## src/wtb_pkg.sv

```systemverilog
// shared types and constants for the windowed top/bottom five selector
`default_nettype none
package wtb_pkg;

    localparam int KEEP_COUNT = 5;
    localparam int TEMP_BITS  = 8;
    localparam int RANK_BITS  = 3;
    localparam int SPM_BITS   = 5;
    localparam int MPW_BITS   = 8;
    localparam int SCNT_BITS  = 4;
    localparam int CFG_IDX_BITS  = 1;
    localparam int CFG_DATA_BITS = 8;
    localparam int LIST_BITS  = (KEEP_COUNT > 1) ? $clog2(KEEP_COUNT) : 1;
    localparam int RUN_LEN    = 2 * KEEP_COUNT;
    localparam int RUN_BITS   = $clog2(RUN_LEN);
    localparam int QUEUE_DEPTH = 2;
    localparam int QPTR_BITS  = 1;
    localparam int QCNT_BITS  = 2;

    localparam logic [SPM_BITS-1:0] SPM_RESET = SPM_BITS'(8);
    localparam logic [SPM_BITS-1:0] SPM_MAX   = SPM_BITS'(16);
    localparam logic [MPW_BITS-1:0] MPW_RESET = MPW_BITS'(60);
    localparam logic [MPW_BITS-1:0] MPW_MIN   = MPW_BITS'(KEEP_COUNT);

    typedef logic signed [TEMP_BITS-1:0] temp_t;
    typedef temp_t [KEEP_COUNT-1:0] list_t;

    localparam temp_t TEMP_MAXV = {1'b0, {(TEMP_BITS-1){1'b1}}};
    localparam temp_t TEMP_MINV = {1'b1, {(TEMP_BITS-1){1'b0}}};

    typedef enum logic [CFG_IDX_BITS-1:0] {
        REG_SENSORS_PER_MINUTE = 1'b0,
        REG_MINUTES_PER_WINDOW = 1'b1
    } cfg_reg_t;

    // one finished window: both lists ascending
    typedef struct packed {
        list_t lowest;
        list_t highest;
    } snap_t;

    typedef struct packed {
        logic  push;
        snap_t data;
    } q_wr_t;

    typedef struct packed {
        logic  full;
    } q_wr_status_t;

    typedef struct packed {
        logic  valid;
        snap_t data;
    } q_rd_t;

endpackage
`default_nettype wire

```

## src/wtb_front.sv

```systemverilog
// front end: reading intake, window counting and parallel compare-insert
`default_nettype none
module wtb_front import wtb_pkg::*; (
    input  wire logic                     aclk,
    input  wire logic                     aresetn,
    input  wire logic                     cfg_valid,
    input  wire logic [CFG_IDX_BITS-1:0]  cfg_index,
    input  wire logic [CFG_DATA_BITS-1:0] cfg_data,
    input  wire logic                     s_tvalid,
    output logic                          s_tready,
    input  wire temp_t                    s_temp,
    input  wire q_wr_status_t             q_status,
    output q_wr_t                         q_wr
);

    logic [SPM_BITS-1:0]  spm_reg;
    logic [MPW_BITS-1:0]  mpw_reg;
    logic [SCNT_BITS-1:0] scnt_reg, scnt_next;
    logic [MPW_BITS-1:0]  mcnt_reg, mcnt_next;
    list_t                low_reg, low_next, low_ins;
    list_t                high_reg, high_next, high_ins;
    logic [SPM_BITS-1:0]  spm_eff;
    logic [MPW_BITS-1:0]  mpw_eff;
    logic                 accept;
    logic                 minute_end;
    logic                 window_end;

    assign s_tready = aresetn && !q_status.full;
    assign accept   = s_tvalid && s_tready;

    always_ff @(posedge aclk) begin
        if (!aresetn) begin
            spm_reg <= SPM_RESET;
            mpw_reg <= MPW_RESET;
        end else if (cfg_valid) begin
            case (cfg_reg_t'(cfg_index))
                REG_SENSORS_PER_MINUTE: spm_reg <= cfg_data[SPM_BITS-1:0];
                REG_MINUTES_PER_WINDOW: mpw_reg <= cfg_data[MPW_BITS-1:0];
                default: ;
            endcase
        end
    end

    always_comb begin
        spm_eff = spm_reg;
        if (spm_reg == '0) begin
            spm_eff = SPM_BITS'(1);
        end else if (spm_reg > SPM_MAX) begin
            spm_eff = SPM_MAX;
        end
        mpw_eff = (mpw_reg < MPW_MIN) ? MPW_MIN : mpw_reg;
    end

    // compare-insert, all positions at once
    always_comb begin
        for (int i = 0; i < KEEP_COUNT; i++) begin
            if ($signed(low_reg[i]) <= $signed(s_temp)) begin
                low_ins[i] = low_reg[i];
            end else if (i > 0 && $signed(low_reg[(i > 0) ? i - 1 : 0]) > $signed(s_temp)) begin
                low_ins[i] = low_reg[(i > 0) ? i - 1 : 0];
            end else begin
                low_ins[i] = s_temp;
            end
            if ($signed(high_reg[i]) >= $signed(s_temp)) begin
                high_ins[i] = high_reg[i];
            end else if (i < KEEP_COUNT - 1 &&
                         $signed(high_reg[(i < KEEP_COUNT - 1) ? i + 1 : i]) < $signed(s_temp)) begin
                high_ins[i] = high_reg[(i < KEEP_COUNT - 1) ? i + 1 : i];
            end else begin
                high_ins[i] = s_temp;
            end
        end
    end

    always_comb begin
        minute_end = ({1'b0, scnt_reg} + SPM_BITS'(1)) >= spm_eff;
        window_end = minute_end && (({1'b0, mcnt_reg} + 9'd1) >= {1'b0, mpw_eff});
        scnt_next  = scnt_reg;
        mcnt_next  = mcnt_reg;
        low_next   = low_reg;
        high_next  = high_reg;
        if (accept) begin
            low_next  = low_ins;
            high_next = high_ins;
            if (!minute_end) begin
                scnt_next = scnt_reg + SCNT_BITS'(1);
            end else begin
                scnt_next = '0;
                if (!window_end) begin
                    mcnt_next = mcnt_reg + MPW_BITS'(1);
                end else begin
                    mcnt_next = '0;
                    low_next  = {KEEP_COUNT{TEMP_MAXV}};
                    high_next = {KEEP_COUNT{TEMP_MINV}};
                end
            end
        end
        q_wr.push         = accept && window_end;
        q_wr.data.lowest  = low_ins;
        q_wr.data.highest = high_ins;
    end

    always_ff @(posedge aclk) begin
        if (!aresetn) begin
            scnt_reg <= '0;
            mcnt_reg <= '0;
            low_reg  <= {KEEP_COUNT{TEMP_MAXV}};
            high_reg <= {KEEP_COUNT{TEMP_MINV}};
        end else begin
            scnt_reg <= scnt_next;
            mcnt_reg <= mcnt_next;
            low_reg  <= low_next;
            high_reg <= high_next;
        end
    end

    a_clear_after_report: assert property (@(posedge aclk) disable iff (!aresetn)
        q_wr.push |=> low_reg[0] == TEMP_MAXV && high_reg[KEEP_COUNT-1] == TEMP_MINV)
        else $error("lists not cleared after report");

    a_lists_ordered: assert property (@(posedge aclk) disable iff (!aresetn)
        $signed(low_reg[0]) <= $signed(low_reg[KEEP_COUNT-1]) &&
        $signed(high_reg[0]) <= $signed(high_reg[KEEP_COUNT-1]))
        else $error("kept lists out of order");

endmodule
`default_nettype wire

```

## src/wtb_queue.sv

```systemverilog
// two-entry report queue between front and back
`default_nettype none
module wtb_queue import wtb_pkg::*; (
    input  wire logic   aclk,
    input  wire logic   aresetn,
    input  wire q_wr_t  q_wr,
    output q_wr_status_t q_status,
    input  wire logic   pop,
    output q_rd_t       q_rd
);

    snap_t                entry_reg [QUEUE_DEPTH];
    logic [QPTR_BITS-1:0] wptr_reg, rptr_reg;
    logic [QCNT_BITS-1:0] count_reg, count_next;
    logic                 do_pop;

    assign q_status.full = count_reg == QCNT_BITS'(QUEUE_DEPTH);
    assign q_rd.valid    = count_reg != '0;
    assign q_rd.data     = entry_reg[rptr_reg];
    assign do_pop        = pop && q_rd.valid;

    always_comb begin
        count_next = count_reg;
        if (q_wr.push && !do_pop) begin
            count_next = count_reg + QCNT_BITS'(1);
        end else if (do_pop && !q_wr.push) begin
            count_next = count_reg - QCNT_BITS'(1);
        end
    end

    always_ff @(posedge aclk) begin
        if (q_wr.push) begin
            entry_reg[wptr_reg] <= q_wr.data;
        end
    end

    always_ff @(posedge aclk) begin
        if (!aresetn) begin
            wptr_reg  <= '0;
            rptr_reg  <= '0;
            count_reg <= '0;
        end else begin
            if (q_wr.push) begin
                wptr_reg <= wptr_reg + QPTR_BITS'(1);
            end
            if (do_pop) begin
                rptr_reg <= rptr_reg + QPTR_BITS'(1);
            end
            count_reg <= count_next;
        end
    end

    a_no_overflow: assert property (@(posedge aclk) disable iff (!aresetn)
        !(q_wr.push && q_status.full))
        else $error("report pushed into full queue");

endmodule
`default_nettype wire

```

## src/wtb_back.sv

```systemverilog
// back end: serialises one queued report into ten output beats
`default_nettype none
module wtb_back import wtb_pkg::*; (
    input  wire logic          aclk,
    input  wire logic          aresetn,
    input  wire q_rd_t         q_rd,
    output logic               pop,
    output logic               m_tvalid,
    input  wire logic          m_tready,
    output temp_t              m_temp,
    output logic               m_from_highest,
    output logic [RANK_BITS-1:0] m_rank,
    output logic               m_last
);

    logic [RUN_BITS-1:0]  idx_reg, idx_next;
    logic                 valid_reg;
    temp_t                temp_reg;
    logic                 hi_reg;
    logic [RANK_BITS-1:0] rank_reg;
    logic                 last_reg;
    logic                 load;
    logic                 is_high;
    logic [RUN_BITS-1:0]  pos;
    temp_t                sel_temp;
    logic                 run_end;

    assign load    = (!valid_reg || m_tready) && q_rd.valid;
    assign is_high = idx_reg >= RUN_BITS'(KEEP_COUNT);
    assign pos     = is_high ? idx_reg - RUN_BITS'(KEEP_COUNT) : idx_reg;
    assign sel_temp = is_high ? q_rd.data.highest[pos[LIST_BITS-1:0]]
                              : q_rd.data.lowest[pos[LIST_BITS-1:0]];
    assign run_end = idx_reg == RUN_BITS'(RUN_LEN - 1);
    assign pop     = load && run_end;

    always_comb begin
        idx_next = idx_reg;
        if (load) begin
            idx_next = run_end ? '0 : idx_reg + RUN_BITS'(1);
        end
    end

    always_ff @(posedge aclk) begin
        if (!aresetn) begin
            idx_reg   <= '0;
            valid_reg <= 1'b0;
        end else begin
            idx_reg <= idx_next;
            if (load) begin
                valid_reg <= 1'b1;
            end else if (m_tready) begin
                valid_reg <= 1'b0;
            end
        end
    end

    always_ff @(posedge aclk) begin
        if (load) begin
            temp_reg <= sel_temp;
            hi_reg   <= is_high;
            rank_reg <= RANK_BITS'(pos);
            last_reg <= run_end;
        end
    end

    assign m_tvalid       = valid_reg;
    assign m_temp         = temp_reg;
    assign m_from_highest = hi_reg;
    assign m_rank         = rank_reg;
    assign m_last         = last_reg;

    a_last_is_high: assert property (@(posedge aclk) disable iff (!aresetn)
        m_tvalid && m_last |-> m_from_highest)
        else $error("last beat not from highest list");

    a_pop_at_run_end: assert property (@(posedge aclk) disable iff (!aresetn)
        pop |=> idx_reg == '0 && valid_reg)
        else $error("report popped away from run end");

endmodule
`default_nettype wire

```

## src/windowed_top_bottom_five.sv

```systemverilog
// top level of the windowed top-five / bottom-five selector
//
//   channel  direction  handshake            payload
//   s_       in         s_tvalid/s_tready    s_tdata: temperature
//   m_       out        m_tvalid/m_tready    m_tdata: report_temp; m_tuser; m_tlast: last
//   cfg_     in         cfg_valid/cfg_ready  cfg_index, cfg_data
//
// one reading per cycle while the queue has room; both lists insert it at once
// a window's last reading queues a report; the back end sends it as ten beats,
// one per cycle while m_tready is high, so output bandwidth sets the long-run rate
// the report queue holds two windows; input stalls only when it is full
// aresetn is synchronous; both readies stay low while it is held;
// lists, counters and config registers return to reset values
`default_nettype none
module windowed_top_bottom_five import wtb_pkg::*; (
    input  wire logic                     aclk,
    input  wire logic                     aresetn,
    input  wire logic                     s_tvalid,
    output logic                          s_tready,
    input  wire logic [TEMP_BITS-1:0]     s_tdata,   // [7:0] temperature
    output logic                          m_tvalid,
    input  wire logic                     m_tready,
    output logic [TEMP_BITS-1:0]          m_tdata,   // [7:0] report_temp
    output logic [RANK_BITS:0]            m_tuser,   // [0] from_highest, [3:1] rank
    output logic                          m_tlast,
    input  wire logic                     cfg_valid,
    output logic                          cfg_ready,
    input  wire logic [CFG_IDX_BITS-1:0]  cfg_index,
    input  wire logic [CFG_DATA_BITS-1:0] cfg_data
);

    q_wr_t                q_wr;
    q_wr_status_t         q_status;
    q_rd_t                q_rd;
    logic                 pop;
    temp_t                m_temp;
    logic                 m_from_highest;
    logic [RANK_BITS-1:0] m_rank;

    assign cfg_ready = aresetn;

    wtb_front u_front (
        .aclk      (aclk),
        .aresetn   (aresetn),
        .cfg_valid (cfg_valid),
        .cfg_index (cfg_index),
        .cfg_data  (cfg_data),
        .s_tvalid  (s_tvalid),
        .s_tready  (s_tready),
        .s_temp    (temp_t'(s_tdata)),
        .q_status  (q_status),
        .q_wr      (q_wr)
    );

    wtb_queue u_queue (
        .aclk     (aclk),
        .aresetn  (aresetn),
        .q_wr     (q_wr),
        .q_status (q_status),
        .pop      (pop),
        .q_rd     (q_rd)
    );

    wtb_back u_back (
        .aclk           (aclk),
        .aresetn        (aresetn),
        .q_rd           (q_rd),
        .pop            (pop),
        .m_tvalid       (m_tvalid),
        .m_tready       (m_tready),
        .m_temp         (m_temp),
        .m_from_highest (m_from_highest),
        .m_rank         (m_rank),
        .m_last         (m_tlast)
    );

    assign m_tdata = m_temp;
    assign m_tuser = {m_rank, m_from_highest};

endmodule
`default_nettype wire
```

## config.mk

```make
export PLATFORM = sky130hd
export DESIGN_NAME = windowed_top_bottom_five
export DESIGN_NICKNAME = d
export VERILOG_FILES = /design/src/wtb_pkg.sv /design/src/wtb_front.sv /design/src/wtb_queue.sv /design/src/wtb_back.sv /design/src/windowed_top_bottom_five.sv
export SDC_FILE = /design/constraint.sdc
export NUM_CORES = 1
export LEC_CHECK = 0
export BUFFER_PORTS_ARGS = -buffer_cell sky130_fd_sc_hd__buf_2
export CAP_MARGIN = 20
export CORE_ASPECT_RATIO = 0.8
export CORE_MARGIN = 2
export CORE_UTILIZATION = 59
export CTS_CLUSTER_SIZE = 28
export DETAILED_ROUTE_END_ITERATION = 10
export PLACE_DENSITY = 0.79
export REMOVE_ABC_BUFFERS = 1
export SYNTH_ARGS = -nofsm -noshare
export SYNTH_HDL_FRONTEND = slang
export SYNTH_SLANG_ARGS = --single-unit
```

## constraint.sdc

```tcl
create_clock -name aclk -period 20.7 [get_ports aclk]
set_input_delay 6.21 -clock aclk [delete_from_list [all_inputs] [get_ports aclk]]
set_output_delay 6.21 -clock aclk [all_outputs]
set_load 0.02 [all_outputs]
```

Word level (Yosys, flattened, before mapping)
Memory sizes are Yosys's and may differ from the RTL's. A register that Yosys moved wholly into a read port is not among the register bits.
Index checks and enable logic that the tools add are counted.
{"block": "word_totals", "regBits": 127, "ram_bits": 160, "n_memories": 1}
{"memory": "u_queue.entry_reg", "words": 2, "width": 80, "read_ports": 1, "rd_ports_with_merged_regs": 1, "wr": 1, "line": "wtb_queue.sv:12", "text": "snap_t entry_reg [QUEUE_DEPTH];"}
{"block": "classes", "n_addsub": 10, "order_cmp": 24, "eq_ne": 2, "muxes": 42, "bitwise_logic": 1, "n_reduce_logical": 21}
{"op": "2-to-1 mux 8 bit", "count": 23}
{"op": "2-to-1 mux 40 bit", "count": 4}
{"op": "binary-select mux 8 bit (select 3 bit)", "count": 2}
{"op": ">= comparator 8 bit", "count": 5}
{"op": "<= comparator 8 bit", "count": 5}
{"op": "greater-than comparator 8 bit", "count": 4}
{"op": "less-than comparator 8 bit", "count": 4}
{"op": "2-to-1 mux 5 bit", "count": 2}
{"op": "adder 8 x 1 -> 9 bit, second input constant", "count": 1}
{"op": ">= comparator 9 x 8 -> 1 bit", "count": 1}
{"op": "logical AND 1 bit", "count": 9}
{"op": "adder 4 x 1 -> 4 bit, second input constant", "count": 2}
{"op": "adder 8 x 1 -> 8 bit, second input constant", "count": 1}
{"op": "less-than comparator 8 x 3 -> 1 bit, second input constant", "count": 1}
{"op": "2-to-1 mux 4 bit", "count": 2}
{"op": "2-to-1 mux 1 bit", "count": 6}
{"op": "AND reduction 2 bit", "count": 3}
{"op": "nonzero test 2 bit", "count": 3}
{"op": "adder 4 x 1 -> 5 bit, second input constant", "count": 1}
{"op": ">= comparator 5 bit", "count": 1}
{"op": "greater-than comparator 5 bit, second input constant", "count": 1}
{"op": "logical NOT 5 bit", "count": 1}
{"op": "== test 4 bit, second input constant", "count": 1}
{"op": ">= comparator 4 x 3 -> 1 bit, second input constant", "count": 1}
{"op": "11 further kinds", "count": 16}

Depth between registers and ports, before layout
{"block": "logic_depth", "ltp_word": 10, "ltp_mapped": 15}

Hierarchy
Synthesis repeated with hierarchy kept, for this count alone.
{"block": "unflattened", "cells_unflattened": 1310, "hier_area_um2": 15165.8}
{"module": "wtb_front", "instances": 1, "cells_per_inst": 892, "area_per_inst_um2": 7713.6, "seq_area_each_um2": 2102.0}
{"module": "wtb_queue", "instances": 1, "cells_per_inst": 271, "area_per_inst_um2": 5970.7, "seq_area_each_um2": 4904.7}
{"module": "wtb_back", "instances": 1, "cells_per_inst": 145, "area_per_inst_um2": 1466.4, "seq_area_each_um2": 490.5}
{"module": "windowed_top_bottom_five", "instances": 1, "cells_per_inst": 2, "area_per_inst_um2": 15.0, "seq_area_each_um2": 0.0}

Worst setup path after synthesis
Ideal clock, no wire load.
{"block": "synth_path", "kind": "input -> register", "start": "input port aresetn", "end": "memory u_queue.entry_reg[0][0] (netlist bit), enable pin", "arrival_ns": 12.844, "t_required_ns": 20.081, "setup_slack_ns": 7.237, "cell_stages": 6, "path_buffers": 2, "cell_sequence": "buf_2 a21boi_1 and2_1 buf_4 nand2_1 nor3_1"}
{"block": "synth_between", "elab_chain_len": 5}
{"element": "start, declared", "line": "windowed_top_bottom_five.sv:17", "text": "input wire logic aresetn,"}
{"element": "logical AND 1 bit", "line": "wtb_front.sv:28", "text": "assign s_tready = aresetn && !q_status.full;"}
{"element": "named net s_tready", "line": "windowed_top_bottom_five.sv:19", "text": "output logic s_tready,"}
{"element": "logical AND 1 bit", "line": "wtb_front.sv:29", "text": "assign accept = s_tvalid && s_tready;"}
{"element": "logical AND 1 bit", "line": "wtb_front.sv:98", "text": "q_wr.push = accept && window_end;"}
{"element": "2-to-1 mux 1 bit", "line": "wtb_queue.sv:32", "text": "if (q_wr.push) begin"}
{"element": "2-to-1 mux 1 bit (implied by the code)", "line": "wtb_queue.sv:33", "text": "entry_reg[wptr_reg] <= q_wr.data;"}
{"element": "end, declared", "line": "wtb_queue.sv:12"}
The timed path passes the listed nets, and every way through them passes these cells.

Worst setup path after layout
{"block": "layout_path", "start": "input port aresetn", "end": "output port s_tready"}
{"block": "layout_between", "elab_chain_len": 1}
{"element": "logical AND 1 bit", "line": "wtb_front.sv:28"}
{"element": "end, declared", "line": "windowed_top_bottom_five.sv:19"}
Every way passes these cells.

==> flow_metrics.tcl <==
set metrics [dict create \
    fp.coreArea_sq_um 25200 \
    clock_latency_ns 0.56 \
    final_common_cell "edfxtp_1" \
    worst-path-max-fanout 47 \
    crit_arrival_ns 7.19 \
    post-route-period-util_pct 64.7 \
    power_density_nw_per_um2 130 \
    synth_area_leaders "edfxtp_1 (35%), dfxtp_1 (15%), ha_1 (8.3%), mux4_2 (5.7%), mux2i_1 (4.2%)" \
    worst_clock_skew_ns 0.0229 \
    dpl_cell_area_sq_um 15400 \
    initial_core_util_pct 59.7 \
    period_minus_slack_ns 13.40 \
    drive_gt1_share_pct 13.2 \
    tritoncts "built" \
    combinationalPowerShare_pct 35.2 \
    design_area_sq_um 16500 \
    finalPower_mw 2.14 \
    holdWs_ns 0.474 \
    cts.path.max_buffers 3 \
    wl_per_cell_microns 22.5 \
    clk_pin_slew_ns 0.06 \
    setup_violations 0 \
    startpoint_type "input pin" \
    post-route-util_pct 65.3 \
    yosys.area.top_type_share_pct 34.6 \
    fin_ws_ns 7.30 \
    layout_common_cells "edfxtp_1 (173), nand2_1 (113), dfxtp_1 (113), ha_1 (100), a21oi_1 (88)" \
    drt_iter0_drc 1267 \
    grt_pass1_wl_microns 58400 \
    grt_setup_unrepaired "false" \
    top_level_ports 38 \
    hold_class "flop to flop" \
    drcViolationCount 0 \
    dr.pass1.iters 7 \
    ys_warn_count 0 \
    final_nets 1444 \
    async_flop_share_pct 0 \
    viasPerCell 6.58 \
    synth_cells 1307 \
    grt_max_degree 76 \
    die-area_sq_um 26800 \
    placed_cells 1614 \
    synth_seq_cells 288 \
    pwr-share-clk_pct 26.5 \
    max_slew_margin_pct 24.9 \
    drv_cap 0 \
    p_sw_uw 756 \
    synth.yosys.seq_area_share_pct 49.9 \
    hold_viol 0 \
    ys.flop_type "edfxtp_1" \
    clock_sinks 288 \
    gr-total-overflow 0 \
    power.share.switching_pct 35.4 \
    grt_pass1_vias 10400 \
    p_leak_nw 6.27 \
    dp_hpwl_microns 25300 \
    cts_hold_buffers 0 \
    slew_viol_final 0 \
    syn_to_final_growth_pct 9.45 \
    synthesis.area_sq_um 15000 \
    gp_congestion 0.850 \
    final-instance-count-excl-fill 1670 \
    syn_avg_cell_area_sq_um 11.5 \
    row_count 52 \
    die_h_microns 147 \
    place_ws_ns 7.30 \
    grt_usage_pct 28.2 \
    cts_made_buffers 29 \
    vias 11000 \
    peakVddDrop_mv 0.0759 \
    critPathKind "input pin to output port" \
    crit_path_end_kind "output port" \
    timing.setup.tns_ns 0 \
    fmax_ghz 0.0746 \
    die_x_microns 182 \
    wl_microns 37500 \
    synth_area_leader_cell "edfxtp_1" \
    seq_power_share_pct 38.4 \
    post-cts-setup-buffers 0 \
    ant_nets 0 \
    io_buffers 37 \
    h-tree-depth 1 \
    status "completed" \
    root_buffer "clkbuf_16" \
    cp.required_ns 14.49 \
    cts_resized 0 \
    synth_edf_count 173 \
    p_int_mw 1.38 \
    grt_antenna_before_repair 1 \
    largest_register_ff_count 160 \
    tightest_slew_ns 1.13 \
    synth_cell_type_count 77 \
]
[cell usage after synthesis, drive strengths merged, types with 3 or more instances]
library cell	n
a2111o	3
a2111oi	5
a211o	10
a211oi	3
a21boi	8
a21o	11
a21oi	93
a22o	21
a22oi	4
a2bb2oi	28
a31oi	8
and2	15
and3	7
buf	28
clkbuf	36
dfxtp	115
edfxtp	173
ha	100
inv	60
mux2	20
mux2i	64
mux4	38
nand2	114
nand2b	16
nand3	13
nand3b	4
nand4	14
nor2	81
nor2b	22
nor3	25
o2111ai	6
o211ai	15
o21a	7
o21ai	62
o22a	8
o22ai	16
o2bb2ai	15
o32ai	4
or2	4
xnor2	9
xor2	3
[power by group through the flow]
stage | logic, mW | clock network (mW) | registers (mW)
detailed placement | 0.719 | 0 | 0.828
global route | 0.816 | 0.595 | 0.827
floorplan | 0.532 | 0 | 0.804
CTS | 0.727 | 0.570 | 0.816
finish | 0.752 | 0.566 | 0.820
global placement | 0.686 | 0 | 0.824
[kinds of logic (layout without fill, tap and decap cells)]
| family | after synthesis | after routing | synth area share, % |
|---|---|---|---|
| compound gates | 342 | 342 | 16.4 |
| xor+xnor | 12 | 12 | 0.699 |
| fa+ha+maj | 100 | 100 | 8.32 |
| buf+inv | 125 | 163 | 3.50 |
| flops | 288 | 288 | 49.9 |
| mux | 122 | 122 | 11.5 |
| other cells | 0 | 1 | 0 |
| simple gates | 318 | 318 | 9.77 |
[final timing paths]
check | start | end | slack (ns) | cells after the start
worst max-delay path | aresetn | s_tready | 7.30 | 4
worst min-delay path | u_front.mpw_reg[6] | u_front.mpw_reg[6] | 0.47 | 2
worst max register to register | u_back.idx_reg[0] | u_back.m_temp[1] | 16.63 | 11
worst min register to register | u_front.mpw_reg[6] | u_front.mpw_reg[6] | 0.47 | 2
[per-layer routing]
metal  vias to the layer above  GRT usage, %  wire [microns]
li1                       4976             -               -
met1                      5375          42.7           16500
met2                       551          41.0           16100
met3                        79          5.38            3830
met4                         0          9.35            1110
met5                         -             0               0
[worst max-delay path, cell delays in order]
cell and delay, ns:
buf_2 0.07, buf_4 0.37, a21boi_1 0.30, buf_2 0.21
[area by class of cell]
cell class	count	area, sq um
antenna	1	2.50
clock buffer	41	781
clock inverter	13	239
fill	1852	8730
inverter	61	229
multi-input combinational	894	7030
sequential	288	7500
tap	324	405
timing repair buffer	48	268
No activity file was read; power rests on OpenSTA's default activity.
